File: config.mk
export PLATFORM = sky130hd
export DESIGN_NAME = rotary_encoder_front_end_top
export DESIGN_NICKNAME = d
export VERILOG_FILES = /design/src/rtl/core/renc_pkg.sv /design/src/rtl/core/renc_rot.sv /design/src/rtl/core/renc_btn.sv /design/src/rtl/core/rotary_encoder_front_end_top.sv
export SDC_FILE = /design/constraint.sdc
export NUM_CORES = 1
export LEC_CHECK = 0
export ABC_CLOCK_PERIOD_IN_PS = 6300
export BUFFER_PORTS_ARGS = -buffer_cell sky130_fd_sc_hd__buf_2
export CORE_UTILIZATION = 41
export DETAILED_ROUTE_END_ITERATION = 7
export MAX_ROUTING_LAYER = met4
export PLACE_DENSITY = 0.63
export SLEW_MARGIN = 20
export SYNTH_ARGS = -nofsm -noshare
export SYNTH_HDL_FRONTEND = slang
export SYNTH_SLANG_ARGS = --single-unit
File: constraint.sdc
create_clock -name clk -period 6.3 [get_ports clk]
set_input_delay 0 -clock clk [delete_from_list [all_inputs] [get_ports clk]]
set_output_delay 0 -clock clk [all_outputs]
set_load 0.1 [all_outputs]
File: src/rtl/core/renc_pkg.sv
// ----------------------------------------------------------------------------
// Rotary encoder front end package
// Shared widths, register indexes, action codes, handshake struct and the
// quadrature step table.
// ----------------------------------------------------------------------------
package renc_pkg;

    localparam int STEP_COUNT_WIDTH = 16;
    localparam int TIMER_W          = 20;
    localparam int AGREE_W          = 16;
    localparam int PENDING_W        = 16;
    localparam int APB_ADDR_W       = 4;
    localparam int APB_DATA_W       = 32;

    localparam logic [TIMER_W-1:0]          TIMER_MAX = {TIMER_W{1'b1}};
    localparam logic [AGREE_W-1:0]          AGREE_MAX = {AGREE_W{1'b1}};
    localparam logic [STEP_COUNT_WIDTH-1:0] STEP_ONE  = STEP_COUNT_WIDTH'(1);

    // Register reset values.
    localparam logic [TIMER_W-1:0] BOOT_GUARD_RST   = TIMER_W'(4688);
    localparam logic [AGREE_W-1:0] BUTTON_STABLE_RST = AGREE_W'(313);
    localparam logic [TIMER_W-1:0] LONG_PRESS_RST   = TIMER_W'(31250);

    // Register indexes (word address bits).
    localparam logic [1:0] REG_BOOT_GUARD    = 2'd0;
    localparam logic [1:0] REG_BUTTON_STABLE = 2'd1;
    localparam logic [1:0] REG_LONG_PRESS    = 2'd2;

    // Action codes.
    localparam logic [1:0] ACT_TICK  = 2'd0;
    localparam logic [1:0] ACT_TAKE  = 2'd1;
    localparam logic [1:0] ACT_FLUSH = 2'd2;

    localparam logic [1:0] CODE_REST = 2'b11;

    typedef struct packed {
        logic advance;
        logic tick;
        logic take;
        logic flush;
    } ctrl_t;

    // Quarter step for {previous code, new code}.
    function automatic logic signed [1:0] gray_step(input logic [3:0] idx);
        logic signed [1:0] s;
        case (idx)
            4'd1, 4'd7, 4'd8, 4'd14:  s = 2'sd1;
            4'd2, 4'd4, 4'd11, 4'd13: s = -2'sd1;
            default:                  s = 2'sd0;
        endcase
        return s;
    endfunction

endpackage

File: src/rtl/core/renc_rot.sv
// ----------------------------------------------------------------------------
// Rotation decoder
// Tracks the phase code history, accumulates quarter steps and commits
// whole clicks to the step total once the boot guard has opened.
// ----------------------------------------------------------------------------
module renc_rot (
    input  logic                                  clk,
    input  logic                                  rst_n,
    input  renc_pkg::ctrl_t                       ctrl,
    input  logic [1:0]                            code,
    input  logic [renc_pkg::TIMER_W-1:0]          boot_guard_ticks,
    output logic [renc_pkg::STEP_COUNT_WIDTH-1:0] step_view
);

    logic [7:0]                            hist_reg, hist_next;
    logic signed [3:0]                     partial_reg, partial_next;
    logic [renc_pkg::STEP_COUNT_WIDTH-1:0] step_reg, step_next;
    logic [renc_pkg::TIMER_W-1:0]          guard_timer_reg, guard_timer_next;
    logic                                  guard_reg, guard_next;

    logic [7:0]                            hist_tick;
    logic signed [3:0]                     sum;
    logic signed [3:0]                     pc;
    logic [renc_pkg::STEP_COUNT_WIDTH-1:0] step_tick;

    always_comb
    begin
        guard_next = guard_reg | (guard_timer_reg >= boot_guard_ticks);
        hist_tick  = {hist_reg[5:0], code};
        sum        = partial_reg + 4'(renc_pkg::gray_step(hist_tick[3:0]));
        pc         = (hist_tick == 8'hFF) ? 4'sd0 : sum;
        step_tick  = step_reg;
        if (pc > 4'sd3)
        begin
            if (guard_next)
                step_tick = step_reg + renc_pkg::STEP_ONE;
            pc = 4'sd0;
        end
        else if (pc < -4'sd3)
        begin
            if (guard_next)
                step_tick = step_reg - renc_pkg::STEP_ONE;
            pc = 4'sd0;
        end
        if (hist_tick[1:0] == renc_pkg::CODE_REST)
            pc = 4'sd0;
    end

    always_comb
    begin
        hist_next        = hist_reg;
        partial_next     = partial_reg;
        step_next        = step_reg;
        guard_timer_next = guard_timer_reg;
        step_view        = step_reg;
        if (ctrl.tick)
        begin
            hist_next    = hist_tick;
            partial_next = pc;
            step_next    = step_tick;
            step_view    = step_tick;
            if (guard_timer_reg != renc_pkg::TIMER_MAX)
                guard_timer_next = guard_timer_reg + renc_pkg::TIMER_W'(1);
        end
        else if (ctrl.flush)
        begin
            hist_next    = {6'd0, hist_reg[1:0]};
            partial_next = 4'sd0;
            step_next    = '0;
            step_view    = '0;
        end
        else if (ctrl.take)
        begin
            step_next = '0;
        end
    end

    always_ff @(posedge clk or negedge rst_n)
    begin
        if (!rst_n)
        begin
            hist_reg        <= 8'd3;
            partial_reg     <= 4'sd0;
            step_reg        <= '0;
            guard_timer_reg <= '0;
            guard_reg       <= 1'b0;
        end
        else if (ctrl.advance)
        begin
            hist_reg        <= hist_next;
            partial_reg     <= partial_next;
            step_reg        <= step_next;
            guard_timer_reg <= guard_timer_next;
            if (ctrl.tick)
                guard_reg <= guard_next;
        end
    end

    // The partial count is cleared as soon as it reaches a full click.
    a_partial_range : assert property (@(posedge clk) disable iff (!rst_n)
        (partial_reg <= 4'sd3) && (partial_reg >= -4'sd3))
        else $error("partial count out of range");

    // Once open, the boot guard never closes.
    a_guard_latch : assert property (@(posedge clk) disable iff (!rst_n)
        guard_reg |=> guard_reg)
        else $error("boot guard closed again");

endmodule

File: src/rtl/core/renc_btn.sv
// ----------------------------------------------------------------------------
// Button debouncer
// Accepts a level change after enough consecutive differing samples and
// raises press, release and long-press flags until they are taken.
// ----------------------------------------------------------------------------
module renc_btn (
    input  logic                          clk,
    input  logic                          rst_n,
    input  renc_pkg::ctrl_t               ctrl,
    input  logic                          level,
    input  logic [renc_pkg::AGREE_W-1:0]  button_stable_ticks,
    input  logic [renc_pkg::TIMER_W-1:0]  long_press_ticks,
    output logic                          press_view,
    output logic                          release_view,
    output logic                          long_view
);

    logic                         state_reg, state_next;
    logic [renc_pkg::AGREE_W-1:0] agree_reg, agree_next;
    logic [renc_pkg::TIMER_W-1:0] held_reg, held_next;
    logic                         long_fired_reg, long_fired_next;
    logic                         press_reg, press_next;
    logic                         release_reg, release_next;
    logic                         long_reg, long_next;

    logic [renc_pkg::AGREE_W-1:0] agree_inc;
    logic [renc_pkg::TIMER_W-1:0] held_mid;
    logic                         state_upd, fired_upd, press_upd, release_upd, long_upd;
    logic [renc_pkg::AGREE_W-1:0] agree_upd;

    always_comb
    begin
        state_upd   = state_reg;
        fired_upd   = long_fired_reg;
        press_upd   = press_reg;
        release_upd = release_reg;
        long_upd    = long_reg;
        held_mid    = held_reg;
        agree_inc   = (agree_reg != renc_pkg::AGREE_MAX) ?
                      agree_reg + renc_pkg::AGREE_W'(1) : agree_reg;
        agree_upd   = '0;
        if (level != state_reg)
        begin
            agree_upd = agree_inc;
            if (agree_inc >= button_stable_ticks)
            begin
                agree_upd = '0;
                state_upd = level;
                if (!level)
                begin
                    press_upd = 1'b1;
                    held_mid  = '0;
                    fired_upd = 1'b0;
                end
                else
                begin
                    release_upd = 1'b1;
                end
            end
        end
        if (!state_upd && !fired_upd && (held_mid >= long_press_ticks))
        begin
            fired_upd = 1'b1;
            long_upd  = 1'b1;
        end
    end

    always_comb
    begin
        state_next      = state_reg;
        agree_next      = agree_reg;
        held_next       = held_reg;
        long_fired_next = long_fired_reg;
        press_next      = press_reg;
        release_next    = release_reg;
        long_next       = long_reg;
        press_view      = press_reg;
        release_view    = release_reg;
        long_view       = long_reg;
        if (ctrl.tick)
        begin
            state_next      = state_upd;
            agree_next      = agree_upd;
            long_fired_next = fired_upd;
            press_next      = press_upd;
            release_next    = release_upd;
            long_next       = long_upd;
            press_view      = press_upd;
            release_view    = release_upd;
            long_view       = long_upd;
            held_next       = (held_mid != renc_pkg::TIMER_MAX) ?
                              held_mid + renc_pkg::TIMER_W'(1) : held_mid;
        end
        else if (ctrl.take)
        begin
            press_next   = 1'b0;
            release_next = 1'b0;
            long_next    = 1'b0;
        end
    end

    always_ff @(posedge clk or negedge rst_n)
    begin
        if (!rst_n)
        begin
            state_reg      <= 1'b1;
            agree_reg      <= '0;
            held_reg       <= '0;
            long_fired_reg <= 1'b0;
            press_reg      <= 1'b0;
            release_reg    <= 1'b0;
            long_reg       <= 1'b0;
        end
        else if (ctrl.advance)
        begin
            state_reg      <= state_next;
            agree_reg      <= agree_next;
            held_reg       <= held_next;
            long_fired_reg <= long_fired_next;
            press_reg      <= press_next;
            release_reg    <= release_next;
            long_reg       <= long_next;
        end
    end

    // A long press can only fire while the debounced button is pressed.
    a_long_while_pressed : assert property (@(posedge clk) disable iff (!rst_n)
        $rose(long_fired_reg) |-> !state_reg)
        else $error("long press fired while released");

endmodule

File: src/rtl/core/rotary_encoder_front_end_top.sv
// ----------------------------------------------------------------------------
// Rotary encoder front end
// Quadrature decoder with boot guard and push-button debounce, behind a
// request register, a result register and an APB-style register port.
// ----------------------------------------------------------------------------
//  Channel   Direction  Handshake             Payload
//  request   in         req_valid/req_stall   action, phase_a, phase_b,
//                                             button_level
//  result    out        rsp_valid/rsp_stall   pending_steps, press_event,
//                                             release_event, long_press_event
//  config    in         psel/penable/pready   paddr, pwdata, prdata
//
// One request per cycle is sustained while the result is not stalled. An
// accepted request is held in the request register and then processed into
// the result register, from which its result is taken.
// A stalled result holds the result register; the request register keeps
// taking a request until it too is full, then req_stall rises.
// Reset is asynchronous and active low for control and config state only.
// ----------------------------------------------------------------------------
module rotary_encoder_front_end_top (
    input  logic                                clk,
    input  logic                                rst_n,
    input  logic                                req_valid,
    output logic                                req_stall,
    input  logic [1:0]                          action,
    input  logic                                phase_a,
    input  logic                                phase_b,
    input  logic                                button_level,
    output logic                                rsp_valid,
    input  logic                                rsp_stall,
    output logic signed [renc_pkg::PENDING_W-1:0] pending_steps,
    output logic                                press_event,
    output logic                                release_event,
    output logic                                long_press_event,
    input  logic                                psel,
    input  logic                                penable,
    input  logic                                pwrite,
    input  logic [renc_pkg::APB_ADDR_W-1:0]     paddr,
    input  logic [renc_pkg::APB_DATA_W-1:0]     pwdata,
    output logic [renc_pkg::APB_DATA_W-1:0]     prdata,
    output logic                                pready
);

    logic [renc_pkg::TIMER_W-1:0] boot_guard_reg;
    logic [renc_pkg::AGREE_W-1:0] button_stable_reg;
    logic [renc_pkg::TIMER_W-1:0] long_press_reg;

    logic       in_v_reg, in_v_next;
    logic [1:0] action_reg;
    logic [1:0] code_reg;
    logic       level_reg;
    logic       out_v_reg, out_v_next;

    logic            accept;
    logic            advance;
    logic            cfg_write;
    renc_pkg::ctrl_t ctrl;

    logic [renc_pkg::STEP_COUNT_WIDTH-1:0] step_view;
    logic                                  press_view, release_view, long_view;
    logic signed [31:0]                    step_ext;

    // ---------------- register port ----------------
    assign pready    = 1'b1;
    assign cfg_write = psel && penable && pwrite && pready;

    always_ff @(posedge clk or negedge rst_n)
    begin
        if (!rst_n)
        begin
            boot_guard_reg    <= renc_pkg::BOOT_GUARD_RST;
            button_stable_reg <= renc_pkg::BUTTON_STABLE_RST;
            long_press_reg    <= renc_pkg::LONG_PRESS_RST;
        end
        else if (cfg_write)
        begin
            case (paddr[3:2])
                renc_pkg::REG_BOOT_GUARD:
                    boot_guard_reg <= pwdata[renc_pkg::TIMER_W-1:0];
                renc_pkg::REG_BUTTON_STABLE:
                    button_stable_reg <= pwdata[renc_pkg::AGREE_W-1:0];
                renc_pkg::REG_LONG_PRESS:
                    long_press_reg <= pwdata[renc_pkg::TIMER_W-1:0];
                default:
                    ;
            endcase
        end
    end

    always_comb
    begin
        case (paddr[3:2])
            renc_pkg::REG_BOOT_GUARD:
                prdata = renc_pkg::APB_DATA_W'(boot_guard_reg);
            renc_pkg::REG_BUTTON_STABLE:
                prdata = renc_pkg::APB_DATA_W'(button_stable_reg);
            renc_pkg::REG_LONG_PRESS:
                prdata = renc_pkg::APB_DATA_W'(long_press_reg);
            default:
                prdata = '0;
        endcase
    end

    // ---------------- request and result registers ----------------
    assign advance   = in_v_reg && (!out_v_reg || !rsp_stall);
    assign req_stall = in_v_reg && !advance;
    assign accept    = req_valid && !req_stall;

    assign ctrl.advance = advance;
    assign ctrl.tick    = (action_reg == renc_pkg::ACT_TICK);
    assign ctrl.take    = (action_reg == renc_pkg::ACT_TAKE);
    assign ctrl.flush   = (action_reg == renc_pkg::ACT_FLUSH);

    always_comb
    begin
        in_v_next = in_v_reg;
        if (accept)
            in_v_next = 1'b1;
        else if (advance)
            in_v_next = 1'b0;

        out_v_next = out_v_reg;
        if (advance)
            out_v_next = 1'b1;
        else if (out_v_reg && !rsp_stall)
            out_v_next = 1'b0;
    end

    always_ff @(posedge clk or negedge rst_n)
    begin
        if (!rst_n)
        begin
            in_v_reg  <= 1'b0;
            out_v_reg <= 1'b0;
        end
        else
        begin
            in_v_reg  <= in_v_next;
            out_v_reg <= out_v_next;
        end
    end

    always_ff @(posedge clk)
    begin
        if (accept)
        begin
            action_reg <= action;
            code_reg   <= {phase_a, phase_b};
            level_reg  <= button_level;
        end
    end

    renc_rot u_rot (
        .clk              (clk),
        .rst_n            (rst_n),
        .ctrl             (ctrl),
        .code             (code_reg),
        .boot_guard_ticks (boot_guard_reg),
        .step_view        (step_view)
    );

    renc_btn u_btn (
        .clk                 (clk),
        .rst_n               (rst_n),
        .ctrl                (ctrl),
        .level               (level_reg),
        .button_stable_ticks (button_stable_reg),
        .long_press_ticks    (long_press_reg),
        .press_view          (press_view),
        .release_view        (release_view),
        .long_view           (long_view)
    );

    // The step total is sign-extended to 32 bits, then cut to the port width.
    assign step_ext = 32'(signed'(step_view));

    always_ff @(posedge clk)
    begin
        if (advance)
        begin
            pending_steps    <= step_ext[renc_pkg::PENDING_W-1:0];
            press_event      <= press_view;
            release_event    <= release_view;
            long_press_event <= long_view;
        end
    end

    assign rsp_valid = out_v_reg;

    // A held request must move on whenever the result register is free.
    a_advance_free : assert property (@(posedge clk) disable iff (!rst_n)
        (in_v_reg && !out_v_reg) |-> advance)
        else $error("request held with free result register");

    // Every request that moves on produces a result in the next cycle.
    a_result_follows : assert property (@(posedge clk) disable iff (!rst_n)
        advance |=> out_v_reg)
        else $error("advanced request left no result");

endmodule
Yosys cells after proc, flatten, opt, wreduce, memory -nomap -nowiden:

Memory sizes are Yosys's and may differ from the RTL's.
Index checks and enable logic that the tools add are counted.

* add/sub/neg operators: 6
* eq/ne operators: 10
* div/mod/pow operators: 0
* order comparisons: 5
* shift-type cells: 0
* reduce and logical (&&, ||, !) cells: 30
* mux-type cells: 49
* multipliers: 0
* bitwise logic cells: 1

Operators by type and width (number)
* $mux 16: 12
* $mux 20: 4
* $pmux 20 s3: 1
* $add 20x1->20 const B: 2
* $ge 20x20->1: 2
* $ne 20x20->1 const B: 2
* $add 16x1->16 const B: 2
* $mux 1: 24
* $mux 4: 6
* $ge 16x16->1: 1
* $ne 16x16->1 const B: 1
* $sub 16x1->16 const B: 1
* $reduce_and 2->1: 7
* $mux 6: 2
* $eq 8x8->1 const B: 1
* $logic_and 1x1->1: 8
* $reduce_bool 2->1: 4
* $eq 2x2->1 const B: 3
* $logic_not 1->1: 6
* $add 4x2->4: 1
* $eq 2x1->1 const B: 2
* $gt 4x3->1 const B: 1
* $logic_not 2->1: 2
* $lt 4x3->1 const B: 1
* 5 further kinds: 5

* register bits: 170
* logic and storage cells: 127
* output and inout port bits: 54
* memories kept: 1
* input port bits: 48
* memory bits (read-only): 32
* latch bits: 0
* RAM bits: 0

Memories
* (name not given): words 16, width 2, read ports 1, clocked after memory_dff 0, wr ports 0, RTL line renc_pkg.sv:46 `case (idx)`

Longest topological paths before layout:

Gate-level depths: netlist (run 1).

* depth after elaboration: 10
* depth in mapped cells: 26
* gate-level depth less buffers: 25

Cells and area by module:

From an unflattened synthesis (run 1), not the netlist that was laid out.

* cell total of the unflattened synthesis: 1087
* area total of the unflattened synthesis: 10684.0 sq um

Modules (own cells, without submodules)
* renc_rot: instances 1, sequential area each 1178.6 sq um, area each 3794.9 sq um, cells each 449
* rotary_encoder_front_end_top: instances 1, sequential area each 2192.1 sq um, area each 3527.1 sq um, cells each 235
* renc_btn: instances 1, sequential area each 1027.2 sq um, area each 3362.0 sq um, cells each 403

Worst setup path before layout (run 1):

OpenSTA, ideal clock, no wires.

* kind: register to register
* start: register u_btn.agree_reg[0] in the netlist's numbering
* end: register long_press_event (data pin)
* required time: 6.030 ns
* stages on the path, launching flop included: 26
* period minus slack after synthesis: 4.643 ns
* arrival: 4.373 ns
* path buffers: 1
* library setup time: 0.270 ns
* setup slack: 1.657 ns
* cell sequence: dfrtp_1 ha_1 and4_1 nand3_1 nor2_1 nor3_1 nand3_1 xnor2_1 ha_1 a21o_1 a21oi_1 o221ai_1 a21oi_1 o21ai_1 nand2_1 clkbuf_1 and2_1 ha_1 a21oi_1 o21ai_0 nor3_1 o21ai_0 a221oi_1 nor4b_1 o221ai_1 o21ai_0

* cells in the longest elaborated chain, start to end: 10
* elaborated cells between the ends (all ways): 17
* those cells by class: 1 x add/sub; 2 x order compare; 1 x eq/ne; 9 x mux; 4 x reduce/logical

RTL lines
* start: declaration: RTL line renc_btn.sv:19 `logic [renc_pkg::AGREE_W-1:0] agree_reg, agree_next;`
* start signal: assignment: RTL line renc_btn.sv:117 `agree_reg <= agree_next;`
* $add 16x1->16 or $ne 16x16->1 (tied branches): RTL line renc_btn.sv:40, renc_btn.sv:39
* $mux 16 *: RTL line renc_btn.sv:39 `agree_inc = (agree_reg != renc_pkg::AGREE_MAX) ?`
* $ge 16x16->1 *: RTL line renc_btn.sv:45 `if (agree_inc >= button_stable_ticks)`
* parallel branches: the longest is 4 deep, another holds $ge 20x20->1
* $logic_and 1x1->1 *: RTL line renc_btn.sv:61 `if (!state_upd && !fired_upd && (held_mid >= long_press_ticks))`
* $mux 1 *: RTL line renc_btn.sv:61
* $mux 1 *: RTL line renc_btn.sv:80 `if (ctrl.tick)`
* named net long_view: RTL line rotary_encoder_front_end_top.sv:60 `logic press_view, release_view, long_view;`
* end signal: assignment: RTL line rotary_encoder_front_end_top.sv:184 `long_press_event <= long_view;`
* end: declaration: RTL line rotary_encoder_front_end_top.sv:34 `output logic long_press_event,`

Mark *: on every way through the listed nets, which the timed path passes.
A chain may end at the register's enable or synchronous reset.

Worst setup path after layout (run 1):

* start: register u_btn.agree_reg[4] in the netlist's numbering
* end: register long_press_event (data pin)

The elaborated chain is that of the path after synthesis.

==> key figures, run 1 <==
Outcome
  • Status: finished, final reports clean

STA
  • Final setup violating endpoints: 0
  • Slew margin rel.: 41.11%
  • Max Slew Vio Count: 0
  • Fin. Hold Viols: 0
  • Post-route clock skew: 0.01490 ns
  • TNS Setup: 0 ns
  • Tcrit/Tclk final: 89.88%
  • RSZ-0062 raised after global routing: false
  • Worst-Margin Slew: 0.8812 ns
  • Tmin final: about 5.7 ns
  • Fmax: 0.1766 GHz

Critical path
  • Setup crit start kind: register
  • Setup crit end kind: register
  • WP data required: 6.46 ns
  • Worst r2r src: u_btn.agree_reg[4]
  • CP Max Fanout: 28
  • Critical path class: reg2reg
  • CP startpoint: u_btn.agree_reg[4]
  • Arr. time, crit path: 5.82 ns
  • FF-to-FF setup slack: 0.64 ns

Final layout
  • Antenna cells: 0
  • Fillers: roughly 2300
  • Proportion of layout cells with a drive suffix above 1: 16.50%
  • Final Instance Area: 11850 µm²
  • Nets: roughly 1300
  • Non-Filler Instances: 1518
  • Area growth from synthesis to layout: 15.09%

Floorplanning
  • DIE AREA: 25740 µm²
  • Io pins: 102
  • Core area: 24460 µm²
  • Die width: 160.4 µm
  • Die Ht: 160.4 µm
  • FP Rows: 57
  • Starting density of the core: 42.07%

Clock network
  • # Post-CTS Setup Buffers: 0
  • Clock root cell: clkbuf_16
  • CTS tree: done
  • H-tree levels: 4
  • Clk sinks: 170
  • Clock-pin slew on the worst setup and hold paths: 0.07 ns
  • Max Root-Sink Buffers: 2
  • Total CTS buffers: 17
  • Clk_lat worst skew: 0.44 ns

Global route
  • Total track usage: a little over 20%
  • Largest net degree at the start of global routing: 76
  • First-pass GRT wire length: 40760 µm
  • GR Layer Usage met2: 32.09%
  • Most used routing layer: met2
  • Vias in the first global route: about 7900
  • M1 GR Usage: 27.27%
  • Total global routing overflow: 0
  • Antenna violations before repair: 0
  • GRT met3 Usage: under 10%

Synthesis
  • Mapped Cells: about 1100
  • Area leader, netlist: dfrtp_1
  • Post-synthesis sequential area ratio: 42.73%
  • Synth Flop Type: dfrtp_1
  • YS warnings: 0
  • Asr flop ratio synth: 85.88%
  • #FFs+latches synth: 170
  • Cell area after technology mapping: 10290 µm²
  • Distinct cells, synth: 78
  • Post-synth EDFFs: 24
  • Top cell type's share of synthesized area: 30.88%
  • Avg Inst Size Synth: 9.425 µm²
  • Largest cells by area after synthesis: dfrtp_1 31%, ha_1 8.4%, edfxtp_1 7.0%, dfstp_2 4.9%, o21ai_0 4.3%

Placed design
  • Placed cell count: between 1000 and 1500
  • Post-DP Area: 10920 µm²
  • Half-perimeter wire length after placement: 17060 µm
  • Port buffer count: 74
  • Final GP Congestion: 0.8394

Detailed routing
  • Vias per cell: between 5 and 6
  • Post-Route WL: 24600 µm
  • Starting DRT DRC Count: 441
  • Residual DRC: 0
  • Antenna viol nets, final: 0
  • Average wire per cell in the routed design: 16.21 µm
  • DR vias: approximately 8200
  • First-pass DRT Iterations: 5

Power and ir drop
  • Sw Share: 36.93%
  • Net Switching: 1.317 mW
  • Peak VDD IR: approximately 0.23 mV
  • Logic gate share of total power: 30.1%
  • P per Cell Area: about 300 nW/µm²
  • Power share of the sequential group: approximately two fifths
  • Leak: about 5.4 nW
  • Int Pwr: roughly 2.2 mW
  • Clock power share: 30.2%

Flow run
  • Max-Cap Viols: 0

Worst hold path
  • Hold WC Path Type: in2async
area by class of cell:
type | instances | area [µm²] | area share, %
timing repair buffer | 117 | 792.0 | 6.686
sequential | 170 | 4398 | 37.13
tap | 324 | 405.4 | 3.422
clock buffer | 20 | 456.7 | 3.856
clock inverter | 12 | 140.1 | 1.183
inverter | 92 | 345.3 | 2.915
multi-input combinational | 783 | 5308 | 44.81
per-layer routing:
| metal | part of all wire, % | routed length, µm |
|---|---|---|
| met3 | 4.2 | 1042 |
| met4 | 1.0 | 255 |
| met1 | 47 | 11680 |
| met5 | 0 | 0 |
| met2 | 47 | 11620 |
per-stage QoR:
stage / util [%] / power [mW] / hold slack, ns / setup slack (ns)
5_1_grt: 48.42 / 3.758 / 0.2018 / 0.05838
2_1_floorplan: - / 2.259 / -0.2956 / 1.657
6_report: 48.42 / 3.565 / 0.1441 / 0.6376
4_1_cts: 48.28 / 3.583 / 0.1610 / 0.5035
3_3_place_gp: 44.66 / 2.465 / 0.07000 / 0.8077
3_5_place_dp: 44.66 / 2.488 / 0.07139 / 0.5559
critical path: stages (launching register included):
cell and delay (ns):
dfrtp_1 0.44, nand3_1 0.17, nor3_1 0.44, nand3_1 0.21, nor2_1 0.34, nor3_1 0.18
nand3_1 0.15, xnor2_1 0.15, ha_1 0.29, a21o_1 0.19, a21oi_1 0.15, o221ai_1 0.13
a21oi_1 0.18, o21ai_1 0.11, nand2_1 0.24, buf_4 0.31, and2_1 0.17, ha_1 0.26
a21oi_1 0.15, o21ai_0 0.08, nor3_1 0.12, o21ai_0 0.13, a221oi_1 0.33, nor4b_2 0.13
o221ai_1 0.21, o21ai_0 0.12
path summary, 6_finish.rpt:
path                                             end  cells past startpoint
setup / recovery                    long_press_event                     25
hold / removal             u_rot.guard_timer_reg[15]                      2
setup reg to reg                    long_press_event                     25
max in group asynchronous          u_rot.hist_reg[1]                      4
min in group clk                   long_press_reg[1]                      6
hold reg to reg                            rsp_valid                      1
cells in the final DEF (no fill, tap or decap), types with 29 or more instances in the layout:
master         count
dlygate4sd3_1     29
nor2_1            46
nand2_1          115
buf_2             73
ha_1              69
a21oi_1           62
o21ai_0           88
inv_1             90
dfrtp_1          127
nand4_1           29
nand3_1           35
power groups by stage:
stage	sequential, mW	clock [mW]	combinational (mW)
final	1.42	1.08	1.07
after global routing	1.44	1.13	1.19
after CTS	1.42	1.09	1.07
after detailed placement	1.44	0	1.05
after global placement	1.43	0	1.03
after floorplan	1.46	0	0.803
cell families after synthesis:
kind of cell	after synthesis	synth area share, %
and+or+nand+nor	350	17.59
AOI/OAI and AO/OA	261	15.95
DFF	170	42.73
buffers and inverters	150	6.285
adders and majority gates	70	8.583
muxes	45	4.753
xor gates and xnor gates	44	4.036
other	2	0.07297
synth_stat cells, drive strengths merged, types with 3 or more instances:
library cell	instances
o2bb2ai	6
and2	24
a21oi	62
inv	91
ha	69
dfrtp	127
buf	24
xor2	15
nor2	51
nor4	10
nor2b	3
nand3	35
a41oi	4
mux2i	23
o22ai	11
mux2	21
o21ai	107
xnor2	27
o21bai	6
or3	8
nand4	30
nand2b	12
a41o	3
nand2	117
clkbuf	34
and4	8
or4	3
a22o	17
o221ai	4
and3	14
edfxtp	24
nor3	27
dfstp	19
a31oi	5
a21o	15
what timing repair did:
item,in CTS,in global routing
hold buffers,29,0
resized for setup,0,1
setup endpoints to repair,0,2
hold endpoints to repair,127,0
No activity file was read; power rests on OpenSTA's default activity.
==> run 2: changes to the inputs <==
--- a/config.mk
+++ b/config.mk
@@ -5,12 +5,12 @@
 export SDC_FILE = /design/constraint.sdc
 export NUM_CORES = 1
 export LEC_CHECK = 0
-export ABC_CLOCK_PERIOD_IN_PS = 6300
+export ABC_CLOCK_PERIOD_IN_PS = 5510
 export BUFFER_PORTS_ARGS = -buffer_cell sky130_fd_sc_hd__buf_2
+export CAP_MARGIN = 25
 export CORE_UTILIZATION = 41
 export DETAILED_ROUTE_END_ITERATION = 7
 export MAX_ROUTING_LAYER = met4
-export PLACE_DENSITY = 0.63
 export SLEW_MARGIN = 20
 export SYNTH_ARGS = -nofsm -noshare
 export SYNTH_HDL_FRONTEND = slang
==> constraint.sdc (replaced) <==
create_clock -name clk -period 5.51 [get_ports clk]
set_input_delay 0 -clock clk [delete_from_list [all_inputs] [get_ports clk]]
set_output_delay 0 -clock clk [all_outputs]
set_load 0.1 [all_outputs]
==> key figures, run 2 (synthesized netlist as in run 1, its figures left out) <==
STA
  • Max Slew Vio Count: 0 (unchanged)
  • Tcrit/Tclk final: 91.45% (+1.6 points)
  • Tmin final: 5.039 ns (-0.6238 ns)
  • Slew margin rel.: 39.22% (-1.9 points)
  • Worst-Margin Slew: 0.9117 ns (+0.03056 ns)
  • Fin. Hold Viols: 0 (unchanged)
  • RSZ-0062 raised after global routing: false
  • TNS Setup: 0 ns (unchanged)
  • Post-route clock skew: 0.01301 ns (-0.001890 ns)
  • Final setup violating endpoints: 0 (unchanged)
  • Fmax: 0.1985 GHz (+12%)

Placed design
  • Half-perimeter wire length after placement: 17520 µm (+2.7%)
  • Port buffer count: 74 (unchanged)
  • Final GP Congestion: 0.8352 (-0.50%)

Power and ir drop
  • Total power: 4.016 mW (+13%)
  • Peak VDD IR: 0.2793 mV (+20%)
  • Leak: 5.377 nW (+0.16%)
  • P per Cell Area: 338.4 nW/µm² (+12%)

Clock network
  • Max Root-Sink Buffers: 2 (unchanged)
  • H-tree levels: 4 (unchanged)
  • Clk sinks: 170 (unchanged)
  • Total CTS buffers: 17 (unchanged)
  • Clk_lat worst skew: 0.44 ns (about the same)
  • CTS tree: done
  • Clock root cell: clkbuf_16
  • Clock-pin slew on the worst setup and hold paths: 0.07 ns (about the same)

Global route
  • First-pass GRT wire length: 41610 µm (+2.1%)
  • Vias in the first global route: 7966 (+0.77%)
  • Antenna violations before repair: 0 (unchanged)
  • Total track usage: 21.05% (+0.70 points)
  • Largest net degree at the start of global routing: 95 (+25%)
  • Total global routing overflow: 0 (unchanged)

Outcome
  • Status: finished, final reports clean

Final layout
  • Fillers: 2310 (+1.9%)
  • Nets: 1303 (+0.31%)
  • Commonest non-fill, non-tap cell in the layout: dfrtp_1
  • Area growth from synthesis to layout: 15.29%
  • Proportion of layout cells with a drive suffix above 1: 17.45% (+0.95 points)
  • Antenna cells: 0 (unchanged)
  • Most frequent cells in the layout: 127 x dfrtp_1, 114 x nand2_1, 90 x inv_1

Floorplanning
  • FP Rows: 57 (unchanged)
  • Io pins: 102 (unchanged)
  • Die Ht: 160.4 µm (unchanged)
  • Die width: 160.4 µm (unchanged)
  • Core area: 24460 µm² (unchanged)
  • DIE AREA: 25740 µm² (unchanged)
  • Starting density of the core: 42.07% (unchanged)

Critical path
  • Arr. time, crit path: 5.39 ns (-0.43 ns)
  • Setup crit start kind: register
  • CP Max Fanout: 8 (-71%)
  • WP data required: 5.86 ns (-0.60 ns)
  • Critical path class: reg2reg
  • Setup crit end kind: register

Detailed routing
  • Post-Route WL: 25290 µm (+2.8%)
  • Average wire per cell in the routed design: 16.61 µm (+2.5%)
  • Vias per cell: 5.467 (+0.61%)
  • First-pass DRT Iterations: 5 (unchanged)
  • DR vias: 8321 (+0.87%)
  • Starting DRT DRC Count: 549 (+24%)
  • Residual DRC: 0 (unchanged)
  • Antenna viol nets, final: 0 (unchanged)

Flow run
  • Max-Cap Viols: 0 (unchanged)

Worst hold path
  • Hold WC Path Type: in2async
-- run 2: cell types whose count changed in the layout (fill, tap and decap cells not counted), sizes merged --
cell      delta
buf          +4
clkinvlp     +1
clkinv       -1
clkbuf       -1
bufinv       -2
inv          +3
-- run 2: critical path, cell delays in order (launching register included) --
cell	delay [ns]
dfrtp_1	0.43
ha_1	0.25
and4_1	0.23
and3_1	0.21
nand2b_1	0.20
nand4_1	0.12
buf_4	0.18
nor3_2	0.13
xor2_1	0.12
ha_1	0.31
nand3_1	0.10
nor3_1	0.19
a21oi_1	0.11
o21ai_1	0.22
nand2_2	0.14
and2_1	0.22
ha_1	0.26
nand4_1	0.15
nor2_1	0.08
nand2_1	0.08
nor2_1	0.07
nor4_1	0.47
nand3_1	0.18
or4_1	0.41
o21ai_0	0.10
-- run 2: final timing paths --
check | start | to | slack, ns | cells past startpoint
setup / recovery | u_btn.agree_reg[0] | u_btn.held_reg[14] | 0.47 | 24
hold / removal | rst_n | u_rot.guard_timer_reg[14] | 0.22 | 2
setup reg to reg | u_btn.agree_reg[0] | u_btn.held_reg[14] | 0.47 | 24
hold reg to reg | in_v_reg | rsp_valid | 0.49 | 1
max in group asynchronous | rst_n | u_btn.agree_reg[2] | 4.04 | 3
min in group clk | action[1] | action_reg[1] | 0.27 | 2
-- run 2: stage by stage --
| stage | hold slack (ns) | std cells | setup slack, ns | area (µm²) | util [%] |
|---|---|---|---|---|---|
| finish | 0.2250 | 1522 | 0.4714 | 11870 | 48.51 |
| global route | 0.2539 | 1522 | 0.02144 | 11870 | 48.51 |
| CTS | 0.2529 | 1519 | 0.009763 | 11790 | 48.19 |
| detailed placement | 0.1657 | 1458 | 0.06449 | 10940 | 44.72 |
| global placement | 0.1606 | 1458 | 0.2614 | 10940 | 44.72 |
| floorplan | -0.2956 | 1103 | 0.8673 | 10330 | - |
-- run 2: power breakdown --
| group | switching (mW) | total (mW) | internal (mW) |
|---|---|---|---|
| logic | 0.834 | 1.23 | 0.396 |
| registers | 0.151 | 1.62 | 1.47 |
| clock network | 0.548 | 1.16 | 0.615 |
-- run 2: area by class of cell --
type | count | area [µm²] | share of cell area [%]
clock buffer | 19 | 454.2 | 3.827
clock inverter | 13 | 105.1 | 0.8857
inverter | 92 | 345.3 | 2.910
multi-input combinational | 783 | 5356 | 45.14
sequential | 170 | 4398 | 37.06
tap | 324 | 405.4 | 3.416
timing repair buffer | 121 | 802.0 | 6.759
-- run 2: routing by layer --
metal	share of wire (%)	up-vias	GRT usage (%)
met3	4.4	26	3.177
met5	0	-	-
met1	48	4043	28.63
met4	1.3	0	5.671
met2	46	210	32.68
li1	-	4042	-
-- run 2: repair_timing --
item | CTS | global route
gates resized for setup | 0 | 11
buffers inserted | 0 | 3
hold buffers | 29 | 0
hold endpoints to repair | 144 | 0
endpoints found under the setup margin | 0 | 17
==> run 3: changes to the inputs <==
--- a/config.mk
+++ b/config.mk
@@ -7,7 +7,6 @@
 export LEC_CHECK = 0
 export ABC_CLOCK_PERIOD_IN_PS = 5510
 export BUFFER_PORTS_ARGS = -buffer_cell sky130_fd_sc_hd__buf_2
-export CAP_MARGIN = 25
 export CORE_UTILIZATION = 41
 export DETAILED_ROUTE_END_ITERATION = 7
 export MAX_ROUTING_LAYER = met4
==> constraint.sdc (replaced) <==
create_clock -name clk -period 5.51 [get_ports clk]
set_input_delay 0.2755 -clock clk [delete_from_list [all_inputs] [get_ports clk]]
set_output_delay 0.2755 -clock clk [all_outputs]
set_load 0.1 [all_outputs]
==> key figures, run 3 (synthesized netlist as in run 1, its figures left out) <==
Floorplanning
  • FP Rows: 57 (unchanged)
  • Die width: 160.4 µm (unchanged)
  • Io pins: 102 (unchanged)
  • Die Ht: 160.4 µm (unchanged)
  • Core area: 24460 µm² (unchanged)
  • DIE AREA: 25740 µm² (unchanged)
  • Starting density of the core: 42.07% (unchanged)

Final layout
  • Area growth from synthesis to layout: 12.70%
  • Proportion of layout cells with a drive suffix above 1: 17.68% (+0.23 points)
  • Final Util: 47.42% (-1.1 points)
  • Most frequent cells in the layout: 127 x dfrtp_1, 114 x nand2_1, 90 x inv_1
  • Nets: 1276 (-2.1%)
  • Final Instance Area: 11600 µm² (-2.2%)
  • Commonest non-fill, non-tap cell in the layout: dfrtp_1

Power and ir drop
  • Leak: 5.251 nW (-2.3%)
  • Peak VDD IR: 0.2880 mV (+3.1%)
  • P per Cell Area: 347.5 nW/µm² (+2.7%)
  • Total power: 4.031 mW (+0.38%)

Clock network
  • H-tree levels: 4 (unchanged)
  • Total CTS buffers: 17 (unchanged)
  • CTS tree: done
  • Clk sinks: 170 (unchanged)
  • Clock-pin slew on the worst setup and hold paths: 0.07 ns (about the same)
  • Clk_lat worst skew: 0.43 ns (about the same)
  • Max Root-Sink Buffers: 2 (unchanged)
  • Clock root cell: clkbuf_16

STA
  • Fmax: 0.1929 GHz (-2.8%)
  • Fin. Hold Viols: 0 (unchanged)
  • Min Hold Slack: 0.02209 ns (-0.2029 ns)
  • Worst-Margin Slew: 0.9317 ns (+0.01993 ns)
  • Slew margin rel.: 37.89% (-1.3 points)
  • Final WS setup: 0.3247 ns (-0.1467 ns)
  • Final setup violating endpoints: 0 (unchanged)
  • Tcrit/Tclk final: 94.11% (+2.7 points)
  • Post-route clock skew: 0.01259 ns (-0.0004235 ns)
  • Max Slew Vio Count: 0 (unchanged)
  • Tmin final: 5.185 ns (+0.1467 ns)

Critical path
  • Setup crit end kind: register
  • WP data required: 5.68 ns (-0.18 ns)
  • Critical path's largest stage delay: 0.44 ns (-0.03 ns)
  • Critical path class: reg2reg
  • Worst r2r src: u_btn.agree_reg[0]
  • Arr. time, crit path: 5.35 ns (-0.04 ns)
  • Setup crit start kind: register
  • CP startpoint: u_btn.agree_reg[0]
  • CP Max Fanout: 8 (unchanged)
  • Crit-path cells: ha_1 > and4_1 > and3_1 > nand2b_1 > nand4_1 > buf_4 > nor2_1 > xor2_1 > ha_1 > a21oi_1 > o221ai_1 > a21oi_1 > o21ai_1 > nand2_2 > nand2_1 > ha_1 > nand2b_1 > a21o_1 > a21oi_1 > o21ai_0 > a221oi_2 > nor4b_2 > o221ai_1 > o21ai_0
  • Slowest stage cell, crit path: dfrtp_1

Global route
  • First-pass GRT wire length: 41370 µm (-0.58%)
  • Largest net degree at the start of global routing: 95 (unchanged)
  • Total track usage: 20.89% (-0.17 points)
  • Vias in the first global route: 7894 (-0.90%)
  • Total global routing overflow: 0 (unchanged)
  • Antenna violations before repair: 1 (+1)

Detailed routing
  • Vias per cell: 5.463 (about the same)
  • Average wire per cell in the routed design: 16.85 µm (+1.4%)
  • Residual DRC: 0 (unchanged)
  • Starting DRT DRC Count: 554 (+0.91%)
  • Post-Route WL: 25210 µm (-0.30%)
  • Antenna viol nets, final: 0 (unchanged)
  • First-pass DRT Iterations: 5 (unchanged)
  • DR vias: 8172 (-1.8%)

Placed design
  • Post-DP Area: 10950 µm² (about the same)
  • Dpl ws: 0.08500 ns (+0.02051 ns)
  • Half-perimeter wire length after placement: 17540 µm (+0.11%)
  • Final GP Congestion: 0.8632 (+3.4%)
  • Port buffer count: 74 (unchanged)

Outcome
  • Status: finished, final reports clean

Worst hold path
  • Hold path startpoint: phase_b
  • Hold WC Path Type: in2reg

Flow run
  • Max-Cap Viols: 0 (unchanged)
## run 3: power by group
| group | switching (mW) | internal, mW |
|---|---|---|
| clock network | 0.540 | 0.651 |
| registers | 0.148 | 1.47 |
| logic | 0.837 | 0.384 |
| total | 1.52 | 2.51 |
## run 3: cell type report
type                    instances  area, µm²
well taps                     324      405.4
repair buffers                 94      529.3
clock inverters                10      77.57
multi-input cells             783       5345
diodes                          1      2.502
clock buffers                  22      496.7
inverters                      92      345.3
fillers                      2320      12860
flip-flops and latches        170       4398
## run 3: routing by layer
layer  share of wire, %  GRT usage, %  routed length, µm  up-vias
li1                   -             -                  -     3987
met1                 49         28.92              12410     3968
met2                 45         31.72              11430      197
met3                4.1         3.022               1044       20
met4                1.3         6.104                331        0
met5                  0             -                  0        -
## run 3: metrics by stage
stage	instances	setup TNS (ns)
5_1_grt	1496	-0.001733
6_report	1496	0
2_1_floorplan	1103	0
3_5_place_dp	1459	0
4_1_cts	1492	0
3_3_place_gp	1459	0
## run 3: worst max-delay path, delay by kind of cell (launching register included)
kind | cells | cell delay (ns)
compound gates | 10 | 1.71
simple gates | 9 | 1.53
fa+ha+maj | 3 | 0.81
flops | 1 | 0.44
xor+xnor | 1 | 0.23
buf+inv | 1 | 0.22
## run 3: path summary, 6_finish.rpt
path | cells after the start | slack, ns | endpoint
max | 24 | 0.32 | long_press_event
min | 1 | 0.02 | code_reg[0]
min reg2reg | 1 | 0.48 | rsp_valid
max reg2reg | 24 | 0.32 | long_press_event
min in group asynchronous | 2 | 0.50 | u_rot.guard_timer_reg[12]
max in group asynchronous | 3 | 3.77 | u_rot.step_reg[13]
## run 3: what timing repair did
item | 4_1_cts | 5_1_grt
gates resized for setup | 0 | 8
endpoints found under the hold margin | 12 | 0
hold buffers | 1 | 0
endpoints found under the setup margin | 0 | 13
buffers inserted | 0 | 3
